==> config.mk <==
export PLATFORM = sky130hd
export DESIGN_NAME = reader_frame_deframer
export DESIGN_NICKNAME = d
export VERILOG_FILES = /design/src/hw/rtl/rfd_pkg.sv /design/src/hw/rtl/rfd_ram.sv /design/src/hw/rtl/rfd_ctrl.sv /design/src/hw/rtl/rfd_datapath.sv /design/src/hw/rtl/reader_frame_deframer.sv
export SDC_FILE = /design/constraint.sdc
export NUM_CORES = 2
export LEC_CHECK = 0
export BUFFER_PORTS_ARGS = -buffer_cell sky130_fd_sc_hd__buf_2
export CORE_MARGIN = 3
export CORE_UTILIZATION = 63
export CTS_CLUSTER_SIZE = 25
export DETAILED_ROUTE_END_ITERATION = 10
export PLACE_DENSITY = 0.8
export SYNTH_ARGS = -nofsm -noshare
export SYNTH_HDL_FRONTEND = slang
export SYNTH_SLANG_ARGS = --single-unit
==> constraint.sdc <==
create_clock -name clk_i -period 5.1 [get_ports clk_i]
set_input_delay 0.765 -clock clk_i [delete_from_list [all_inputs] [get_ports clk_i]]
set_output_delay 0.765 -clock clk_i [all_outputs]
set_load 0.005 [all_outputs]
==> src/hw/rtl/rfd_pkg.sv <==
// shared constants, types and state encodings of the reader frame deframer
package rfd_pkg;

  localparam int unsigned PAYLOAD_MAX_DEF = 64;
  // head, type, command and both length bytes precede the payload
  localparam int unsigned HDR_LEN         = 5;
  localparam int unsigned FRAME_OVERHEAD  = 7;
  localparam int unsigned TAG_MIN_LEN     = 5;

  localparam logic [7:0] HEAD_BYTE   = 8'hAA;
  localparam logic [7:0] END_BYTE    = 8'hDD;
  localparam logic [7:0] TYPE_INFORM = 8'h02;
  localparam logic [7:0] CMD_READ    = 8'h22;
  localparam logic [7:0] CMD_MULTI   = 8'h27;

  typedef enum logic [7:0] {
    PH_HUNT = 8'b0000_0001,
    PH_TYPE = 8'b0000_0010,
    PH_CMD  = 8'b0000_0100,
    PH_LENH = 8'b0000_1000,
    PH_LENL = 8'b0001_0000,
    PH_PAY  = 8'b0010_0000,
    PH_SUM  = 8'b0100_0000,
    PH_END  = 8'b1000_0000
  } parse_phase_e;

  typedef enum logic [4:0] {
    ST_IDLE     = 5'b00001,
    ST_READ     = 5'b00010,
    ST_PARSE    = 5'b00100,
    ST_EMIT_RD  = 5'b01000,
    ST_EMIT_OUT = 5'b10000
  } ctrl_state_e;

  typedef struct packed {
    logic wr_in;
    logic rd_byte;
    logic parse;
    logic emit_rd;
    logic emit_load;
  } rfd_cmd_t;

  typedef struct packed {
    logic pending;
    logic frame_good;
    logic emit_empty;
    logic emit_last;
    logic out_free;
  } rfd_sts_t;

endpackage

==> src/hw/rtl/rfd_ram.sv <==
// generic single-port-write, single-port-read ram with registered read data
module rfd_ram #(
  parameter int unsigned WIDTH = 8,
  parameter int unsigned DEPTH = 128
) (
  input  logic                     clk_i,
  input  logic                     we_i,
  input  logic [$clog2(DEPTH)-1:0] waddr_i,
  input  logic [WIDTH-1:0]         wdata_i,
  input  logic                     re_i,
  input  logic [$clog2(DEPTH)-1:0] raddr_i,
  output logic [WIDTH-1:0]         rdata_o
);

  logic [WIDTH-1:0] mem_q [DEPTH];
  logic [WIDTH-1:0] rdata_q;

  always_ff @(posedge clk_i) begin
    if (we_i) begin
      mem_q[waddr_i] <= wdata_i;
    end
    if (re_i) begin
      rdata_q <= mem_q[raddr_i];
    end
  end

  assign rdata_o = rdata_q;

endmodule

==> src/hw/rtl/rfd_ctrl.sv <==
// sequencing state machine: byte fetch, parse step and result emission
module rfd_ctrl (
  input  logic              clk_i,
  input  logic              rst_ni,
  input  logic              in_valid_i,
  output logic              in_stall_o,
  input  rfd_pkg::rfd_sts_t sts_i,
  output rfd_pkg::rfd_cmd_t cmd_o
);

  rfd_pkg::ctrl_state_e state_q, state_d;

  always_comb begin
    state_d = state_q;
    cmd_o   = '0;
    unique case (state_q)
      rfd_pkg::ST_IDLE: begin
        if (in_valid_i) begin
          cmd_o.wr_in = 1'b1;
          state_d     = rfd_pkg::ST_READ;
        end
      end
      rfd_pkg::ST_READ: begin
        cmd_o.rd_byte = 1'b1;
        state_d       = rfd_pkg::ST_PARSE;
      end
      rfd_pkg::ST_PARSE: begin
        cmd_o.parse = 1'b1;
        if (sts_i.frame_good) begin
          state_d = sts_i.emit_empty ? rfd_pkg::ST_EMIT_OUT : rfd_pkg::ST_EMIT_RD;
        end else begin
          state_d = sts_i.pending ? rfd_pkg::ST_READ : rfd_pkg::ST_IDLE;
        end
      end
      rfd_pkg::ST_EMIT_RD: begin
        cmd_o.emit_rd = 1'b1;
        state_d       = rfd_pkg::ST_EMIT_OUT;
      end
      rfd_pkg::ST_EMIT_OUT: begin
        if (sts_i.out_free) begin
          cmd_o.emit_load = 1'b1;
          if (sts_i.emit_last) begin
            state_d = sts_i.pending ? rfd_pkg::ST_READ : rfd_pkg::ST_IDLE;
          end else begin
            state_d = rfd_pkg::ST_EMIT_RD;
          end
        end
      end
      default: state_d = rfd_pkg::ST_IDLE;
    endcase
  end

  always_ff @(posedge clk_i or negedge rst_ni) begin
    if (!rst_ni) begin
      state_q <= rfd_pkg::ST_IDLE;
    end else begin
      state_q <= state_d;
    end
  end

  assign in_stall_o = (state_q != rfd_pkg::ST_IDLE);

endmodule

==> src/hw/rtl/rfd_datapath.sv <==
// byte buffer, frame field registers, parse step and output register
module rfd_datapath #(
  parameter int unsigned PAYLOAD_MAX = rfd_pkg::PAYLOAD_MAX_DEF
) (
  input  logic              clk_i,
  input  logic              rst_ni,
  input  rfd_pkg::rfd_cmd_t cmd_i,
  output rfd_pkg::rfd_sts_t sts_o,
  input  logic [7:0]        rx_byte_i,
  input  logic              out_stall_i,
  output logic              out_valid_o,
  output logic [7:0]        frame_type_o,
  output logic [7:0]        command_o,
  output logic              tag_report_o,
  output logic [6:0]        payload_length_o,
  output logic [5:0]        byte_index_o,
  output logic [7:0]        data_byte_o,
  output logic              has_data_o,
  output logic              last_o
);

  // the live region runs from the head to the write pointer, never past one frame
  localparam int unsigned AW    = $clog2(PAYLOAD_MAX + rfd_pkg::FRAME_OVERHEAD + 1);
  localparam int unsigned DEPTH = 2 ** AW;

  logic [AW-1:0] wp_q, wp_d, rp_q, rp_d, hp_q, hp_d;
  rfd_pkg::parse_phase_e phase_q, phase_d;
  logic [7:0] type_q, type_d, cmd_q, cmd_d, lenh_q, lenh_d;
  logic [7:0] sum_q, sum_d, chk_q, chk_d;
  logic [6:0] len_q, len_d, pay_cnt_q, pay_cnt_d;
  logic [5:0] k_q, k_d;
  logic       frame_good;
  logic       tag;

  logic          ram_re;
  logic [AW-1:0] ram_raddr;
  logic [7:0]    ram_rdata;

  logic       out_valid_q;
  logic [7:0] out_type_q, out_cmd_q, out_data_q;
  logic       out_tag_q, out_has_q, out_last_q;
  logic [6:0] out_len_q;
  logic [5:0] out_idx_q;

  assign ram_re    = cmd_i.rd_byte | cmd_i.emit_rd;
  assign ram_raddr = cmd_i.emit_rd ? AW'(hp_q + AW'(rfd_pkg::HDR_LEN) + AW'(k_q)) : rp_q;

  rfd_ram #(
    .WIDTH (8),
    .DEPTH (DEPTH)
  ) u_buf (
    .clk_i   (clk_i),
    .we_i    (cmd_i.wr_in),
    .waddr_i (wp_q),
    .wdata_i (rx_byte_i),
    .re_i    (ram_re),
    .raddr_i (ram_raddr),
    .rdata_o (ram_rdata)
  );

  // one parse step on the byte just read from the buffer
  always_comb begin
    rp_d       = rp_q;
    hp_d       = hp_q;
    phase_d    = phase_q;
    type_d     = type_q;
    cmd_d      = cmd_q;
    lenh_d     = lenh_q;
    sum_d      = sum_q;
    chk_d      = chk_q;
    len_d      = len_q;
    pay_cnt_d  = pay_cnt_q;
    frame_good = 1'b0;
    if (cmd_i.parse) begin
      rp_d = AW'(rp_q + AW'(1));
      unique case (phase_q)
        rfd_pkg::PH_HUNT: begin
          if (ram_rdata == rfd_pkg::HEAD_BYTE) begin
            hp_d    = rp_q;
            sum_d   = '0;
            phase_d = rfd_pkg::PH_TYPE;
          end
        end
        rfd_pkg::PH_TYPE: begin
          type_d  = ram_rdata;
          sum_d   = 8'(sum_q + ram_rdata);
          phase_d = rfd_pkg::PH_CMD;
        end
        rfd_pkg::PH_CMD: begin
          cmd_d   = ram_rdata;
          sum_d   = 8'(sum_q + ram_rdata);
          phase_d = rfd_pkg::PH_LENH;
        end
        rfd_pkg::PH_LENH: begin
          lenh_d  = ram_rdata;
          sum_d   = 8'(sum_q + ram_rdata);
          phase_d = rfd_pkg::PH_LENL;
        end
        rfd_pkg::PH_LENL: begin
          sum_d = 8'(sum_q + ram_rdata);
          if ((lenh_q != 8'd0) || (ram_rdata > 8'(PAYLOAD_MAX))) begin
            // oversized length: drop the head and rescan from the byte after it
            rp_d    = AW'(hp_q + AW'(1));
            phase_d = rfd_pkg::PH_HUNT;
          end else begin
            len_d     = 7'(ram_rdata);
            pay_cnt_d = '0;
            phase_d   = (ram_rdata != 8'd0) ? rfd_pkg::PH_PAY : rfd_pkg::PH_SUM;
          end
        end
        rfd_pkg::PH_PAY: begin
          sum_d     = 8'(sum_q + ram_rdata);
          pay_cnt_d = 7'(pay_cnt_q + 7'd1);
          if (7'(pay_cnt_q + 7'd1) == len_q) begin
            phase_d = rfd_pkg::PH_SUM;
          end
        end
        rfd_pkg::PH_SUM: begin
          chk_d   = ram_rdata;
          phase_d = rfd_pkg::PH_END;
        end
        rfd_pkg::PH_END: begin
          phase_d = rfd_pkg::PH_HUNT;
          if (ram_rdata != rfd_pkg::END_BYTE) begin
            // bad end byte: everything after the head goes through the hunt again
            rp_d = AW'(hp_q + AW'(1));
          end else if (chk_q == sum_q) begin
            frame_good = 1'b1;
          end
        end
        default: phase_d = rfd_pkg::PH_HUNT;
      endcase
    end
  end

  always_comb begin
    k_d = k_q;
    if (frame_good) begin
      k_d = '0;
    end else if (cmd_i.emit_load) begin
      k_d = 6'(k_q + 6'd1);
    end
  end

  assign wp_d = cmd_i.wr_in ? AW'(wp_q + AW'(1)) : wp_q;

  assign tag = (type_q == rfd_pkg::TYPE_INFORM) &&
               ((cmd_q == rfd_pkg::CMD_READ) || (cmd_q == rfd_pkg::CMD_MULTI)) &&
               (len_q >= 7'(rfd_pkg::TAG_MIN_LEN));

  assign sts_o.pending    = (rp_d != wp_q);
  assign sts_o.frame_good = frame_good;
  assign sts_o.emit_empty = (len_q == 7'd0);
  assign sts_o.emit_last  = (len_q == 7'd0) || (7'({1'b0, k_q} + 7'd1) == len_q);
  assign sts_o.out_free   = !out_valid_q || !out_stall_i;

  always_ff @(posedge clk_i or negedge rst_ni) begin
    if (!rst_ni) begin
      wp_q        <= '0;
      rp_q        <= '0;
      hp_q        <= '0;
      phase_q     <= rfd_pkg::PH_HUNT;
      sum_q       <= '0;
      len_q       <= '0;
      pay_cnt_q   <= '0;
      k_q         <= '0;
      out_valid_q <= 1'b0;
    end else begin
      wp_q        <= wp_d;
      rp_q        <= rp_d;
      hp_q        <= hp_d;
      phase_q     <= phase_d;
      sum_q       <= sum_d;
      len_q       <= len_d;
      pay_cnt_q   <= pay_cnt_d;
      k_q         <= k_d;
      out_valid_q <= cmd_i.emit_load | (out_valid_q & out_stall_i);
    end
  end

  always_ff @(posedge clk_i) begin
    type_q <= type_d;
    cmd_q  <= cmd_d;
    lenh_q <= lenh_d;
    chk_q  <= chk_d;
    if (cmd_i.emit_load) begin
      out_type_q <= type_q;
      out_cmd_q  <= cmd_q;
      out_tag_q  <= tag;
      out_len_q  <= len_q;
      out_has_q  <= (len_q != 7'd0);
      out_idx_q  <= (len_q != 7'd0) ? k_q : 6'd0;
      out_data_q <= (len_q != 7'd0) ? ram_rdata : 8'd0;
      out_last_q <= sts_o.emit_last;
    end
  end

  assign out_valid_o      = out_valid_q;
  assign frame_type_o     = out_type_q;
  assign command_o        = out_cmd_q;
  assign tag_report_o     = out_tag_q;
  assign payload_length_o = out_len_q;
  assign byte_index_o     = out_idx_q;
  assign data_byte_o      = out_data_q;
  assign has_data_o       = out_has_q;
  assign last_o           = out_last_q;

endmodule

==> src/hw/rtl/reader_frame_deframer.sv <==
// top level of the reader frame deframer: controller, datapath and checks
// usage:
// - input channel: one received byte per transaction on rx_byte_i, in_valid_i and
//   in_stall_o; output channel: one payload byte of a good frame per transaction,
//   or a single has_data_o=0 result for a frame with no payload, last_o on the final one
// - frames are head 0xaa, type, command, 16-bit length, payload, additive checksum and
//   end byte 0xdd; bad checksums are dropped, a bad end byte or an oversized length
//   rescans the bytes after the head
// - every byte goes into a circular byte buffer; the parser reads it back one byte per
//   step through the buffer's single read port
// - each byte takes a write, a buffer read and a parse step before the next one is
//   accepted; a rescan repeats the buffer read and parse step for each byte read again
// - each result of a good frame takes a buffer read and an output load, an empty frame
//   only the output load, which waits while a stalled receiver holds the output register;
//   emission begins once the end byte's parse step finds the frame good
// - in_stall_o is high from the accepting edge until all work caused by the byte,
//   rescans and results included, has been done
// - a stalled receiver holds the output register and pauses emission; nothing is lost
// - reset returns the parser to hunting for a head with an empty buffer; no clearing
//   pass is needed, the buffer contents are never read before they are written
module reader_frame_deframer #(
  parameter int unsigned PAYLOAD_MAX = rfd_pkg::PAYLOAD_MAX_DEF
) (
  input  logic       clk_i,
  input  logic       rst_ni,
  input  logic       in_valid_i,
  output logic       in_stall_o,
  input  logic [7:0] rx_byte_i,
  output logic       out_valid_o,
  input  logic       out_stall_i,
  output logic [7:0] frame_type_o,
  output logic [7:0] command_o,
  output logic       tag_report_o,
  output logic [6:0] payload_length_o,
  output logic [5:0] byte_index_o,
  output logic [7:0] data_byte_o,
  output logic       has_data_o,
  output logic       last_o
);

  rfd_pkg::rfd_cmd_t cmd;
  rfd_pkg::rfd_sts_t sts;

  rfd_ctrl u_ctrl (
    .clk_i      (clk_i),
    .rst_ni     (rst_ni),
    .in_valid_i (in_valid_i),
    .in_stall_o (in_stall_o),
    .sts_i      (sts),
    .cmd_o      (cmd)
  );

  rfd_datapath #(
    .PAYLOAD_MAX (PAYLOAD_MAX)
  ) u_datapath (
    .clk_i            (clk_i),
    .rst_ni           (rst_ni),
    .cmd_i            (cmd),
    .sts_o            (sts),
    .rx_byte_i        (rx_byte_i),
    .out_stall_i      (out_stall_i),
    .out_valid_o      (out_valid_o),
    .frame_type_o     (frame_type_o),
    .command_o        (command_o),
    .tag_report_o     (tag_report_o),
    .payload_length_o (payload_length_o),
    .byte_index_o     (byte_index_o),
    .data_byte_o      (data_byte_o),
    .has_data_o       (has_data_o),
    .last_o           (last_o)
  );

  // an accepted byte always needs a read and a parse step before the next one
  a_stall_after_accept: assert property (@(posedge clk_i) disable iff (!rst_ni)
    (in_valid_i && !in_stall_o) |=> in_stall_o)
    else $error("input accepted twice in a row");

  a_empty_is_last: assert property (@(posedge clk_i) disable iff (!rst_ni)
    (out_valid_o && !has_data_o) |-> (last_o && payload_length_o == 7'd0))
    else $error("empty-frame result malformed");

  a_index_in_range: assert property (@(posedge clk_i) disable iff (!rst_ni)
    (out_valid_o && has_data_o) |-> ({1'b0, byte_index_o} < payload_length_o))
    else $error("byte index beyond payload length");

  a_last_index: assert property (@(posedge clk_i) disable iff (!rst_ni)
    (out_valid_o && has_data_o && last_o) |->
      (7'({1'b0, byte_index_o} + 7'd1) == payload_length_o))
    else $error("last mark on wrong payload byte");

  a_tag_len: assert property (@(posedge clk_i) disable iff (!rst_ni)
    (out_valid_o && tag_report_o) |-> (payload_length_o >= 7'(rfd_pkg::TAG_MIN_LEN)))
    else $error("tag report on short payload");

endmodule
### Yosys cells after proc, flatten, opt, wreduce, memory -nomap -nowiden

Memories as Yosys holds them, arrays and structs flattened. A register that Yosys moved wholly into a read port is not among the register bits.
Index checks and enable logic that the tools add are counted.

| storage, ports and cells | value |
|---|---|
| flip-flop bits (word level) | 135 |
| RAM bits | 1024 |
| output and inout port bits | 42 |
| word-level logic and storage cells | 128 |
| memories | 1 |

| cells by class | value |
|---|---|
| add/sub/neg operators | 9 |
| $lt $le $gt $ge | 2 |
| equal/unequal tests | 28 |
| mux-type cells | 36 |
| bitwise logic cells | 4 |
| reduce and logical (&&, ||, !) cells | 26 |

Memories:

| memory | words | width | rd ports | clocked after Yosys merged registers in | write ports | RTL line | source |
|---|---|---|---|---|---|---|---|
| u_datapath.u_buf.mem_q | 128 | 8 | 1 | 1 | 1 | rfd_ram.sv:15 | `logic [WIDTH-1:0] mem_q [DEPTH];` |

Operators with widths:

| operator | count |
|---|---|
| $pmux 8 s7 | 1 |
| $mux 7 | 6 |
| $mux 8 | 4 |
| $add 7x1->7 const B | 4 |
| $pmux 7 s2 | 2 |
| $mux 5 | 5 |
| $pmux 5 s5 | 1 |
| $eq 8x6->1 const B | 3 |
| $eq 8x2->1 const B | 2 |
| $eq 8x8->1 const B | 2 |
| $pmux 8 s2 | 1 |
| $reduce_bool 8->1 | 2 |
| $reduce_and 3->1 | 5 |
| $eq 7x7->1 | 2 |
| $mux 1 | 13 |
| $mux 6 | 2 |
| $reduce_and 2->1 | 5 |
| $add 8x8->8 | 1 |
| $eq 8x1->1 const B | 1 |
| $eq 8x3->1 const B | 1 |
| $eq 8x4->1 const B | 1 |
| $eq 8x5->1 const B | 1 |
| $eq 8x7->1 const B | 1 |
| $eq 8x8->1 | 1 |
| other kinds (27) | 38 |

### Depth between registers and ports, before layout

| depth | value |
|---|---|
| depth in word-level cells | 10 |
| depth in mapped cells | 18 |

### Cells and area by module

Synthesis repeated with hierarchy kept, for this count alone.

| second synthesis, totals | value |
|---|---|
| cells, all modules | 2224 |
| area, all modules | 46598.4 µm² |

By module, submodules not included:

| module | instances | cells an instance | area each (µm²) |
|---|---|---|---|
| rfd_ram | 1 | 1635 | 39745.6 |
| rfd_datapath | 1 | 548 | 6491.2 |
| rfd_ctrl | 1 | 41 | 361.6 |

### Least setup slack after synthesis

Ideal clock, no wire load.

| timing path | value |
|---|---|
| path type | register -> register |
| start point | register u_ctrl.state_q[1] |
| end point | register u_datapath.k_q[4] |
| library setup time | 0.073 ns |
| data arrival time | 3.670 ns |
| required time | 5.027 ns |
| path slack | 1.357 ns |
| cell stages (with the launch flop) | 7 |
| path buffers | 0 |
| period minus slack after synthesis | 3.743 ns |
| cells stage by stage | dfrtp_1 -> nor4_1 -> nand2_1 -> a21oi_1 -> nand3_1 -> xor2_1 -> nor2_1 |

RTL lines:

| what | RTL line | source |
|---|---|---|
| start: declaration | rfd_ctrl.sv:11 | `rfd_pkg::ctrl_state_e state_q, state_d;` |
| start signal: assignment | rfd_ctrl.sv:55 | `state_q <= rfd_pkg::ST_IDLE;` |
| start signal: assignment | rfd_ctrl.sv:57 | `state_q <= state_d;` |
| end signal: assignment | rfd_datapath.sv:176 | `k_q <= k_d;` |
| end: declaration | rfd_datapath.sv:31 | `logic [5:0] k_q, k_d;` |

### Worst setup path in the final report

| timing path | value |
|---|---|
| start point | register u_datapath.k_q[0] |
| end point | register u_datapath.u_buf.rdata_q[0] (netlist: u_datapath.u_buf.rdata_o[0]) (read register of u_datapath.u_buf.mem_q), data pin |

| on the way | value |
|---|---|
| cells in the longest elaborated chain, start to end | 2 |

RTL lines:

| what | RTL line | source |
|---|---|---|
| $add 7x6->7 | rfd_datapath.sv:46 | `assign ram_raddr = cmd_i.emit_rd ? AW'(hp_q + AW'(rfd_pkg::HDR_LEN) + AW'(k_q)) : rp_q;` |
| $mux 7 | rfd_datapath.sv:46 |  |
| end: declaration | rfd_ram.sv:16 | `logic [WIDTH-1:0] rdata_q;` |

No other way between the ends.
A chain may end at the register's enable or synchronous reset.

==> run metrics <==
Vias about 30k; critical path class reg2reg; total negative slack 0 ns; Worst Setup End Kind flip-flop; largest net degree at the start of global routing 89; Top Ports 54; Iter 0 DRT Violations 4551; Antenna Nets Post-Route 0; status finished clean; Distinct cells, synth between 80 and 90; R2R setup slack around 0.29 ns; syn_area_per_cell ~15 sq um; Worst slew margin 14.2%; sequential share of the synthesized area between 70% and 80%; Final Hold Fails 0; family with the most delay on the worst path compound AO/OA/AOI/OAI gates; gr usage total around 33%; Worst setup SP type flip-flop; slowest cell delay on critical path roughly 0.88 ns; initial antenna violation count 2; DR DRC count 0; pwr dens roughly 450 nW/um^2; Worst path most repeated cell inv_1; Port Buffers 53; Overflow after GRT 0; Worst-Margin Slew 1.29 ns; DP HPWL a little over 80000 um; commonest non-fill, non-tap cell in the layout edfxtp_1; RSZ-0062 raised after global routing no; Hold Path Class in2async; core area 74700 sq um; Worst Path Max Fanout 17; DIE AREA about 79000 sq um; DRT Pass-1 Iters 8; Area Growth Syn to Fin 10.4%; WL/cell 30.2 um; setup violators final 0; CP bufs+invs 4; CP Data Arrival Time between 5 and 6 ns; PnR Total Power 23.7 mW; total CTS buffers 110; max FFs per register between 1k and 1.5k; Clk Latency, worst-skew pair 0.68 ns; worst-path cell chain inv_1 -> ha_1 -> inv_1 -> ha_1 -> inv_1 -> fa_1 -> nand3_1 -> a22o_1 -> buf_4 -> o221ai_1 -> a21oi_1 -> nor3_1 -> a2111oi_0 -> a31oi_1; layout cell share with drive strength beyond 1 between 10% and 20%; Die Ht 281 um; Most used DFF post-synth edfxtp_1; number of global-route vias before repair 29.9k; post-CTS setup buffer count 0; Mapped Area about 48000 sq um; Initial Utilization approximately 64%; max-slew violations 0; vias per cell roughly 7; CTS tree built; number of synthesized register bits approximately 1.2k; Die W 281 um; FILL cells 4529; EDFF count, synth about 1.1k; Post-Synthesis Cells 3195; dpl cells about 4.1k; global-route wire length before repair between 150000 and 200000 um; asr flop ratio synth 5.40%; final period utilization a little over nine tenths; Top reg by flops u_datapath.u_buf.mem_q; H-tree levels 3; cell row count 100; area share of the largest cell type after synthesis just under 70%; Root Buffer clkbuf_16; Yosys top cell by area edfxtp_1; Final Worst Setup Slack 0.285 ns; min Tclk post-route 4.81 ns; Clock Sinks roughly 1.2k; hold_buf cts 0; Req. time, crit path approximately 5.5 ns; DP Worst Slack about 0.46 ns; Mapped Nets 3232; MaxCap Viol Count 0; clk buf depth 3; CTS clk-pin slew, worst paths 0.06 ns; clock skew 0.0353 ns; post-cts sizing count 0; Final nets around 3.3k; R2R Path Start u_datapath.k_q[0]; Lkg Pwr 17.8 nW; maximum clock rate 208 MHz; Max VDD drop ~0.35 mV; Warnings, synthesis 0; fin cells roughly 4.3k; drt total wl 131000 um; CP max stage cell a22o_1; Reg-to-Reg End u_datapath.u_buf.rdata_o[0]; RePlAce Congestion slightly below 1; commonest non-fill, non-tap cells in the layout 1104 x edfxtp_1, 411 x nand2_1, 312 x a21oi_1, 226 x mux2i_1, 187 x nor2_1; worst r2r path cells 14; Synth area leaders edfxtp_1 70%, mux2i_1 4.7%, a21oi_1 3.3%, nand2_1 3.2%, dfrtp_1 3.2%
stage by stage:
stage                     area, sq um  utilization, %  hold WS (ns)
after floorplan                 47700               -         0.417
after global placement          49000            65.7         0.423
after detailed placement        49000            65.7         0.427
after CTS                       52600            70.4         0.302
after global routing            52600            70.4         0.357
final                           52600            70.4         0.284
metal layers:
layer	vias to the layer above	wire (um)	global-route usage [%]
met5	-	0	0
met4	0	9140	20.8
met3	530	17500	8.82
met2	2520	59900	51.2
met1	14700	44600	42.8
li1	12500	-	-
how the worst max path moves through the flow:
| stage | from | to | cells after the start |
|---|---|---|---|
| 2_1_floorplan | u_ctrl.state_q[1] | u_datapath.k_q[4] | 6 |
| 3_3_place_gp | u_datapath.k_q[0] | u_datapath.u_buf.rdata_o[0] | 15 |
| 3_5_place_dp | u_datapath.k_q[0] | u_datapath.u_buf.rdata_o[0] | 15 |
| 4_1_cts | u_datapath.k_q[0] | u_datapath.u_buf.rdata_o[0] | 15 |
| 5_1_grt | u_datapath.k_q[0] | u_datapath.u_buf.rdata_o[0] | 15 |
| 6_report | u_datapath.k_q[0] | u_datapath.u_buf.rdata_o[0] | 14 |
cell families after synthesis:
logic type               Yosys count  share of synthesized area, %
AO/OA/AOI/OAI                    615                          8.10
AND/OR/NAND/NOR                  842                          7.82
adder cells (fa/ha/maj)           25                         0.688
multiplexers                     282                          6.95
flip-flops                      1167                          72.9
XOR/XNOR                          64                          1.18
buffers and inverters            200                          2.39
synth_stat cells (all sizes together) (4+ instances only):
library cell,instances
buf,115
ha,23
edfxtp,1104
a32oi,5
a221oi,14
a211o,4
xnor2,36
mux2i,226
a31oi,9
nor4,46
nand2,415
o221ai,47
or3,4
and3,16
a2111oi,7
nor2b,11
a21boi,6
nand2b,9
nor3,41
clkbuf,59
a21o,15
inv,26
a211oi,20
a21oi,313
nor4b,4
nand3,48
o22ai,55
nand4,13
a22oi,21
xor2,28
nor3b,6
or4,10
mux4,37
and2,20
mux2,19
nor2,189
o31ai,8
o21ai,39
o311ai,10
dfrtp,61
a22o,12
power by group:
group / leakage (nW) / switching, mW / internal, mW
logic: 5.31 / 3.20 / 1.49
registers: 10.7 / 0.207 / 10.6
clock network: 1.75 / 3.48 / 4.66
layout make-up:
| cell class | count | area [sq um] | area share (%) |
|---|---|---|---|
| diodes | 1 | 2.50 | 0.00476 |
| clock buffers | 134 | 2970 | 5.64 |
| flip-flops and latches | 1167 | 34700 | 66.0 |
| well taps | 969 | 1210 | 2.30 |
| repair buffers | 158 | 1150 | 2.18 |
| inverters | 26 | 97.6 | 0.186 |
| multi-input cells | 1828 | 11900 | 22.5 |
| clock inverters | 62 | 593 | 1.13 |
No activity file was read; power rests on OpenSTA's default activity.
